===== config.mk =====
export PLATFORM = sky130hd
export DESIGN_NAME = hsd_cordic
export DESIGN_NICKNAME = d
export VERILOG_FILES = /design/src/rtl/core/hsd_pkg.sv /design/src/rtl/core/hsd_cordic.sv
export SDC_FILE = /design/constraint.sdc
export NUM_CORES = 1
export LEC_CHECK = 0
export BUFFER_PORTS_ARGS = -buffer_cell sky130_fd_sc_hd__buf_2
export CAP_MARGIN = 10
export CORE_MARGIN = 1.5
export CORE_UTILIZATION = 57
export CTS_BUF_LIST = sky130_fd_sc_hd__clkbuf_4 sky130_fd_sc_hd__clkbuf_8
export DETAILED_ROUTE_END_ITERATION = 8
export GPL_TIMING_DRIVEN = 1
export PLACE_DENSITY = 0.78
export SETUP_SLACK_MARGIN = 0.02
export SLEW_MARGIN = 20
export SYNTH_ARGS = -nofsm -noshare
export SYNTH_HDL_FRONTEND = slang
export SYNTH_SLANG_ARGS = --single-unit

===== constraint.sdc =====
create_clock -name clk_i -period 7.1 [get_ports clk_i]
set_input_delay 1.42 -clock clk_i [delete_from_list [all_inputs] [get_ports clk_i]]
set_output_delay 1.42 -clock clk_i [all_outputs]
set_load 0.05 [all_outputs]

===== src/rtl/core/hsd_pkg.sv =====
`timescale 1ns / 1ps
// ----------------------------------------------------------------------------
// hsd_pkg
// shared widths, fixed-point constants and elaboration-time table functions
// for the haversine step distance block
// ----------------------------------------------------------------------------
package hsd_pkg;

  localparam int unsigned CORDIC_ITER_DEF = 32;
  localparam int unsigned QW = 36;

  localparam logic signed [QW-1:0] PI_Q30      = 36'sd3373259426;
  localparam logic signed [QW-1:0] HALF_PI_Q30 = 36'sd1686629713;
  localparam logic [30:0]          ONE_Q30     = 31'd1073741824;

  localparam logic signed [33:0] HALF_TURN_DEG7 = 34'sd1800000000;
  localparam logic signed [33:0] FULL_TURN_DEG7 = 34'sd3600000000;
  localparam logic [31:0]        DIV_FULL       = 32'd3600000000;
  localparam logic [31:0]        DIV_HALF       = 32'd1800000000;

  localparam logic [22:0] EARTH_RADIUS_RESET = 23'd6371000;
  localparam logic [24:0] DIST_MAX           = 25'd33554431;

  typedef struct packed {
    logic start;
    logic vectoring;
  } cordic_ctrl_t;

  function automatic logic [63:0] udiv64(logic [63:0] n, logic [63:0] d);
    logic [64:0] r;
    logic [63:0] q;
    r = '0;
    q = '0;
    for (int i = 63; i >= 0; i--) begin
      r = {r[63:0], n[i]};
      if (r >= {1'b0, d}) begin
        r = r - {1'b0, d};
        q[i] = 1'b1;
      end
    end
    return q;
  endfunction

  function automatic logic [63:0] isqrt64(logic [63:0] v_in);
    logic [63:0] v;
    logic [63:0] res;
    logic [63:0] bt;
    v = v_in;
    res = '0;
    bt = 64'h4000_0000_0000_0000;
    for (int i = 0; i < 32; i++) begin
      if (v >= res + bt) begin
        v = v - (res + bt);
        res = (res >> 1) + bt;
      end else begin
        res = res >> 1;
      end
      bt = bt >> 2;
    end
    return res;
  endfunction

  function automatic logic [63:0] atan_q30(int i);
    logic signed [63:0] sum;
    logic [63:0] term;
    sum = '0;
    term = '0;
    if (i == 0) begin
      return 64'(PI_Q30 >>> 2);
    end
    for (int k = 0; k < 31; k++) begin
      if (i * (2 * k + 1) <= 60) begin
        term = udiv64(64'd1 << (60 - i * (2 * k + 1)), 64'(2 * k + 1));
        if (k % 2 == 1) begin
          sum = sum - $signed(term);
        end else begin
          sum = sum + $signed(term);
        end
      end
    end
    return 64'((sum + 64'sd536870912) >>> 30);
  endfunction

  function automatic logic [63:0] kinv_q30(int n);
    logic [63:0] p;
    logic [63:0] g;
    p = 64'd1 << 60;
    for (int i = 0; i < n; i++) begin
      if (2 * i < 63) begin
        p = p + (p >> (2 * i));
      end
    end
    g = isqrt64(p);
    return udiv64((64'd1 << 60) + (g >> 1), g);
  endfunction

  // pi over the turn divisors, scaled by 2^61, for the angle conversion estimate
  localparam logic [31:0] RECIP_HALF = 32'(udiv64(64'(PI_Q30) << 31, 64'(DIV_HALF)));
  localparam logic [31:0] RECIP_FULL = 32'(udiv64(64'(PI_Q30) << 31, 64'(DIV_FULL)));

endpackage


===== src/rtl/core/hsd_cordic.sv =====
`timescale 1ns / 1ps
// ----------------------------------------------------------------------------
// hsd_cordic
// shared cordic unit, rotation mode with half-turn reduction for sine and
// cosine, vectoring mode for atan2, one micro-rotation per cycle
// ----------------------------------------------------------------------------
module hsd_cordic import hsd_pkg::*; #(
  parameter int unsigned CORDIC_ITERATIONS = CORDIC_ITER_DEF
) (
  input  logic                   clk_i,
  input  logic                   rst_ni,
  input  cordic_ctrl_t           ctrl_i,
  input  logic signed [QW-1:0]   x_i,
  input  logic signed [QW-1:0]   y_i,
  input  logic signed [QW-1:0]   z_i,
  output logic signed [QW-1:0]   x_o,
  output logic signed [QW-1:0]   y_o,
  output logic signed [QW-1:0]   z_o,
  output logic                   busy_o
);

  localparam int unsigned CW = $clog2(CORDIC_ITERATIONS);

  logic signed [QW-1:0] atan_tab [CORDIC_ITERATIONS];

  for (genvar gi = 0; gi < CORDIC_ITERATIONS; gi++) begin : g_atan
    assign atan_tab[gi] = QW'(atan_q30(gi));
  end

  logic [CW-1:0]        cnt_q;
  logic                 busy_q, vec_q, neg_q;
  logic signed [QW-1:0] x_q, y_q, z_q;
  logic signed [QW-1:0] dx, dy, z_red;
  logic                 dir, neg_red;

  always_comb begin
    dx = y_q >>> cnt_q;
    dy = x_q >>> cnt_q;
    dir = vec_q ? y_q[QW-1] : ~z_q[QW-1];
    z_red = z_i;
    neg_red = 1'b0;
    if (!ctrl_i.vectoring && (z_i > HALF_PI_Q30)) begin
      z_red = z_i - PI_Q30;
      neg_red = 1'b1;
    end else if (!ctrl_i.vectoring && (z_i < -HALF_PI_Q30)) begin
      z_red = z_i + PI_Q30;
      neg_red = 1'b1;
    end
  end

  always_ff @(posedge clk_i or negedge rst_ni) begin
    if (!rst_ni) begin
      busy_q <= 1'b0;
      cnt_q  <= '0;
      vec_q  <= 1'b0;
      neg_q  <= 1'b0;
      x_q    <= '0;
      y_q    <= '0;
      z_q    <= '0;
    end else if (ctrl_i.start) begin
      busy_q <= 1'b1;
      cnt_q  <= '0;
      vec_q  <= ctrl_i.vectoring;
      neg_q  <= neg_red;
      x_q    <= x_i;
      y_q    <= y_i;
      z_q    <= z_red;
    end else if (busy_q) begin
      if (dir) begin
        x_q <= x_q - dx;
        y_q <= y_q + dy;
        z_q <= z_q - atan_tab[cnt_q];
      end else begin
        x_q <= x_q + dx;
        y_q <= y_q - dy;
        z_q <= z_q + atan_tab[cnt_q];
      end
      if (cnt_q == CW'(CORDIC_ITERATIONS - 1)) begin
        busy_q <= 1'b0;
      end else begin
        cnt_q <= cnt_q + 1'b1;
      end
    end
  end

  assign x_o    = neg_q ? -x_q : x_q;
  assign y_o    = neg_q ? -y_q : y_q;
  assign z_o    = z_q;
  assign busy_o = busy_q;

endmodule


==> impl_metrics.ini, run 1 <==
[synthesis]
synth_top_area_cell = dfrtp_1
synth_top_flop_cell = dfrtp_1
synth.avg_cell_area_sq_um = 7.84
yosysSeqAreaShare = 0.138
synth_top_area_share = 0.138
yosys_warnings = 0
ys_ff_latch = 116
synth_nets = 2920
synth_area_leaders = dfrtp_1 14%, mux4_2 9.6%, xnor2_1 8.1%
ys_types = 97
synth_area_sq_um = 21000
synth_edf_count = 0
netlist_instances = 2681
async_reset_ff_frac = 1.00

[routing]
wl_um = 75100
via_per_inst = 6.74
drc_errors = 0
wl_per_cell_um = 23.0
drtAntennaViolNets = 0
drt_first_iter_violations = 1989
drt-pass1-iter-count = 9
vias = 22000

[layout]
fin_nets = 3031
drive_gt1_frac = 0.183
design_area_sq_um = 22900
antennaDiodeCount = 0
area_growth_syn_to_layout_pct = 9.15

[cts]
clock_path_buffers = 2
cts_htree_levels = 4
worstSkewPairLatency_ns = 0.52
cts_made_buffers = 17
clkSinkCount = 116
tritoncts = done
clk_pin_slew_worst_paths_ns = 0.09
cts_root_buf = clkbuf_8

[sta]
hold_viol = 0
fmax_mhz = 150
rsz0062_at_grt = no
tns_ns = 0
maxSlewHeadroom = 0.286
min_period_ns = 6.67
skew_ns = 0.0148
drv_slew = 0
finalSetupViolCount = 0
timing.final.crit_share = 0.939
worst_slew_pin_slew_ns = 1.07

[job]
maxCapViolCount = 0

[placement]
dpl.hpwl_um = 57600
placed_cell_area_sq_um = 22500
numPortBuffers = 220
gp_congestion = 1.08

[grt]
grt_pass1_vias = 21400
grt_max_degree = 116
grt_use_met2 = 0.665
top_usage_layer = met2
grt_use_total = 0.390
gr-usage-met1 = 0.478
grt_pass1_wl_um = 118000
grt.overflow.total = 0
antenna_found_initial = 0
use_met3 = 0.0572

[outcome]
outcome = complete, no violations

[setup_path]
critPathCaptureType = flop
cp.required_ns = 7.56
cp_max_fo = 42
crit_type = reg -> reg
setup.worst_path.start_class = flop
arrival_ns = 7.13

[floorplanning]
core_sq_um = 36400
rows = 70
die_w_um = 195
die_h_um = 195
io_pins = 221
die_area_sq_um = 38000
start_util = 0.577

[min_path]
hp-class = reg -> reg
-- stage by stage --
step	cells	utilization	setup WS [ns]	hold WS (ns)
2_1_floorplan	2681	-	1.17	0.535
3_3_place_gp	3240	0.617	0.471	0.575
3_5_place_dp	3240	0.617	0.340	0.586
4_1_cts	3271	0.629	0.264	0.609
5_1_grt	3272	0.630	0.0397	0.637
6_report	3272	0.630	0.430	0.605
-- layout make-up --
type	instances	area, sq um
clock buffers	24	312
clock inverters	7	121
fillers	3269	13500
inverters	62	233
multi-input cells	2286	17000
flip-flops and latches	116	2920
well taps	468	586
repair buffers	309	1820
-- metal layers --
layer  wire (um)  part of all wire
met5           0                 0
met4        4010             0.053
met3        5350             0.071
met2       35900              0.48
met1       29800              0.40
-- Yosys cell counts, types with 10 or more instances --
| master | count |
|---|---|
| a211oi_1 | 31 |
| a21o_1 | 67 |
| a21oi_1 | 217 |
| a22oi_1 | 21 |
| a2bb2oi_1 | 15 |
| a31oi_1 | 34 |
| and2_1 | 23 |
| and3_1 | 29 |
| buf_1 | 18 |
| buf_2 | 30 |
| clkbuf_1 | 154 |
| dfrtp_1 | 116 |
| ha_1 | 124 |
| inv_1 | 59 |
| mux2_2 | 33 |
| mux2i_1 | 110 |
| mux4_2 | 90 |
| nand2_1 | 268 |
| nand2b_1 | 28 |
| nand3_1 | 48 |
| nand4_1 | 10 |
| nor2_1 | 191 |
| nor2b_1 | 27 |
| nor3_1 | 42 |
| o211ai_1 | 22 |
| o21a_1 | 26 |
| o21ai_0 | 213 |
| o21bai_1 | 15 |
| o22ai_1 | 22 |
| o31ai_1 | 39 |
| o41ai_1 | 15 |
| or2_2 | 17 |
| or3_1 | 31 |
| or4_1 | 19 |
| xnor2_1 | 194 |
| xor2_1 | 92 |
-- cell usage in the layout, fill, tap and decap left out, drive strengths merged, types with 23 or more instances in the layout --
cell type / netlist / final
buf: 63 / 308
nand2: 268 / 268
o21ai: 220 / 220
a21oi: 217 / 217
xnor2: 194 / 194
nor2: 192 / 192
ha: 124 / 124
dfrtp: 116 / 116
mux2i: 110 / 110
xor2: 92 / 92
mux4: 91 / 91
a21o: 67 / 67
inv: 59 / 59
nand3: 50 / 50
nor3: 44 / 44
o31ai: 40 / 40
mux2: 36 / 36
a31oi: 34 / 34
or3: 32 / 32
a211oi: 32 / 32
and3: 30 / 30
nand2b: 28 / 28
nor2b: 27 / 27
o21a: 26 / 26
clkbuf: 154 / 25
and2: 23 / 23
-- worst max-delay path, cell delays in order, from the launching register on --
cell	delay (ns)
dfrtp_4	0.82
buf_4	0.36
mux4_1	0.64
mux4_2	0.48
mux2_2	0.35
nor3_4	0.17
nand3_2	0.16
or3_4	0.46
nor2_1	0.19
a31oi_1	0.12
xor2_1	0.18
ha_1	0.37
and3_1	0.24
nor3b_1	0.14
o21ai_0	0.17
a31oi_1	0.18
o31ai_1	0.34
a21oi_1	0.17
o41ai_1	0.43
buf_4	0.18
xnor2_1	0.14
nand2_1	0.09
a2bb2oi_1	0.17
-- kinds of logic (layout without fill, tap and decap cells) --
kind of cell / Yosys count / count (layout) / share of synthesized area
muxes: 237 / 237 / 0.169
xor gates and xnor gates: 287 / 287 / 0.120
and+or+nand+nor: 783 / 783 / 0.179
DFF: 116 / 116 / 0.138
adders and majority gates: 127 / 127 / 0.0766
buffers and inverters: 279 / 402 / 0.0571
AOI/OAI and AO/OA: 852 / 852 / 0.259
-- repair_timing --
item / 4_1_cts / 5_1_grt
endpoints found under the hold margin: 0 / 0
setup buffers: 0 / 1
hold buffers: 0 / 0
endpoints found under the setup margin: 0 / 6
resized for setup: 0 / 3
-- path summary, 6_finish.rpt --
check                      startpoint  endpoint  slack, ns  cells after the start
setup / recovery             cnt_q[3]   y_q[32]       0.43                     22
hold / removal                z_o[31]   z_o[31]       0.61                      2
hold reg to reg               z_o[31]   z_o[31]       0.61                      2
max in group asynchronous      rst_ni     neg_q       5.22                      2
min in group asynchronous      rst_ni    x_q[9]       0.76                      1
setup reg to reg             cnt_q[3]   y_q[32]       0.43                     22
-- state kept, by name, indices dropped and copies added, names as in the netlist --
register  cells
z_o          36
busy_o        1
cnt_q         5
x_q          36
vec_q         1
neg_q         1
y_q          36
Power of run 1 is not shown: default switching activity piles up to over one toggle a cycle in this logic, so the estimate is an artifact.
==> inputs of run 2 (changes only) <==
--- a/config.mk
+++ b/config.mk
@@ -7,7 +7,7 @@
 export LEC_CHECK = 0
 export BUFFER_PORTS_ARGS = -buffer_cell sky130_fd_sc_hd__buf_2
 export CAP_MARGIN = 10
-export CORE_MARGIN = 1.5
+export CORE_MARGIN = 2
 export CORE_UTILIZATION = 57
 export CTS_BUF_LIST = sky130_fd_sc_hd__clkbuf_4 sky130_fd_sc_hd__clkbuf_8
 export DETAILED_ROUTE_END_ITERATION = 8
==> run 2 against run 1 <==
Against the previous run: utilization fell by 0.47 points; register-to-register slack got worse by 0.05 ns; final cell count fell by 0.37%; worst hold slack improved by 0.0048 ns; worst setup slack got worse by 0.047 ns; global-route usage fell by 0.067 points; clock skew fell by 0.0034 ns; critical path depth fell by 1; fmax fell by 0.70%; critical endpoint is now y_q[31]; largest cell class unchanged.
==> impl_metrics.ini, run 2 (synthesized netlist as in run 1, its figures left out) <==
[outcome]
outcome = complete, no violations

[layout]
drive_gt1_frac = 0.179
mostFrequentLayoutCell = nand2_1
fin_nets = 3018
fill_cells = 3305
instances_no_fill = 3260
antennaDiodeCount = 0
area_growth_syn_to_layout_pct = 8.34
most-common-layout-cells = 268 x nand2_1, 218 x buf_2, 217 x a21oi_1

[setup_path]
arrival_ns = 7.15
r2r-end = y_q[31]
setup.worst_path.start_class = flop
cp_max_fo = 25
reg2reg_depth = 21
r2r_slack_ns = 0.38
r2r_start = cnt_q[1]
crit_type = reg -> reg
critPathCaptureType = flop
cp.required_ns = 7.53

[cts]
clk_pin_slew_worst_paths_ns = 0.08
worstSkewPairLatency_ns = 0.52
clock_path_buffers = 2
cts_hold_buf = 0
cts_htree_levels = 4
cts_made_buffers = 17
tritoncts = done
cts_root_buf = clkbuf_8
clkSinkCount = 116

[routing]
drtAntennaViolNets = 0
drc_errors = 0
drt-pass1-iter-count = 6
wl_um = 75600
drt_first_iter_violations = 1915
wl_per_cell_um = 23.2
vias = 22100
via_per_inst = 6.77

[placement]
numPortBuffers = 220
dp_cells = 3228
dpl.hpwl_um = 58000
gp_congestion = 1.02

[sta]
tns_ns = 0
skew_ns = 0.0114
rsz0062_at_grt = no
hold_viol = 0
worst_slew_pin_slew_ns = 1.04
timing.final.crit_share = 0.946
fmax_mhz = 149
finalSetupViolCount = 0
min_period_ns = 6.72
drv_slew = 0
maxSlewHeadroom = 0.306

[grt]
grt_use_total = 0.390
antenna_found_initial = 0
grt_max_degree = 124
grt_pass1_wl_um = 118000
grt.overflow.total = 0
grt_pass1_vias = 21500

[floorplanning]
die_h_um = 196
rows = 70
core_sq_um = 36400
start_util = 0.577
die_area_sq_um = 38400
io_pins = 221
die_w_um = 196

[min_path]
whs_endpoint = z_o[15]
hp-start = z_o[15]
min_path_cells = 2
hp-class = reg -> reg

[job]
maxCapViolCount = 0
## run 2: changes by cell type in the layout (fill, tap and decap cells not counted), sizes merged
| cell | previous run | this run |
|---|---|---|
| clkinv | 4 | 8 |
| clkbuf | 25 | 23 |
| buf | 308 | 296 |
| bufinv | 3 | 1 |
## run 2: worst max-delay path by stage
stage / start / endpoint / slack (ns)
after floorplan: cnt_q[0] / z_o[34] / 1.17
final: cnt_q[1] / y_q[31] / 0.38
after global routing: cnt_q[1] / y_q[34] / 0.03
after detailed placement: cnt_q[1] / x_q[34] / 0.41
after CTS: cnt_q[1] / x_q[34] / 0.34
after global placement: cnt_q[1] / x_q[34] / 0.58
## run 2: final cells by class
cell class                 count  area [sq um]  share of cell area
sequential                   116          2920               0.128
tap                          468           586              0.0257
clock inverter                 9          77.6             0.00341
multi-input combinational   2286         16900               0.744
clock buffer                  23           304              0.0133
inverter                      62           233              0.0102
timing repair buffer         296          1710              0.0750
## run 2: repair_timing
| item | CTS | global route |
|---|---|---|
| buffers inserted | 0 | 0 |
| resized for setup | 0 | 2 |
| endpoints found under the setup margin | 0 | 3 |
## run 2: worst max-delay path, cell delays in order (launching register included)
cell and delay, ns:
dfrtp_4 0.72, buf_4 0.37, mux4_2 0.55, mux2i_1 0.70
mux2_2 0.32, mux2_2 0.22, nand3_2 0.13, nor3_1 0.47
a21oi_1 0.16, xnor2_1 0.29, ha_1 0.34, o21ai_0 0.19
nor2_1 0.09, nor4_1 0.46, a31oi_1 0.25, o211ai_1 0.35
o211ai_1 0.20, a21o_1 0.22, a21oi_1 0.17, xnor2_1 0.13
mux2i_1 0.08, o21ai_0 0.19
## run 2: metrics by stage
step | hold slack [ns] | instance area (sq um) | worst slack, ns | util
finish | 0.610 | 22800 | 0.383 | 0.625
global route | 0.634 | 22800 | 0.0349 | 0.625
CTS | 0.604 | 22800 | 0.338 | 0.625
detailed placement | 0.580 | 22400 | 0.406 | 0.614
global placement | 0.584 | 22400 | 0.581 | 0.614
floorplan | 0.535 | 21000 | 1.17 | -
## run 2: per-layer routing
| layer | vias to the layer above | GRT usage | part of all wire |
|---|---|---|---|
| met3 | 254 | 0.0660 | 0.081 |
| li1 | 10100 | - | - |
| met4 | 0 | 0.211 | 0.054 |
| met1 | 10600 | 0.473 | 0.39 |
| met5 | - | 0 | 0 |
| met2 | 1144 | 0.661 | 0.48 |
Power of run 2 is left out for the same reason.
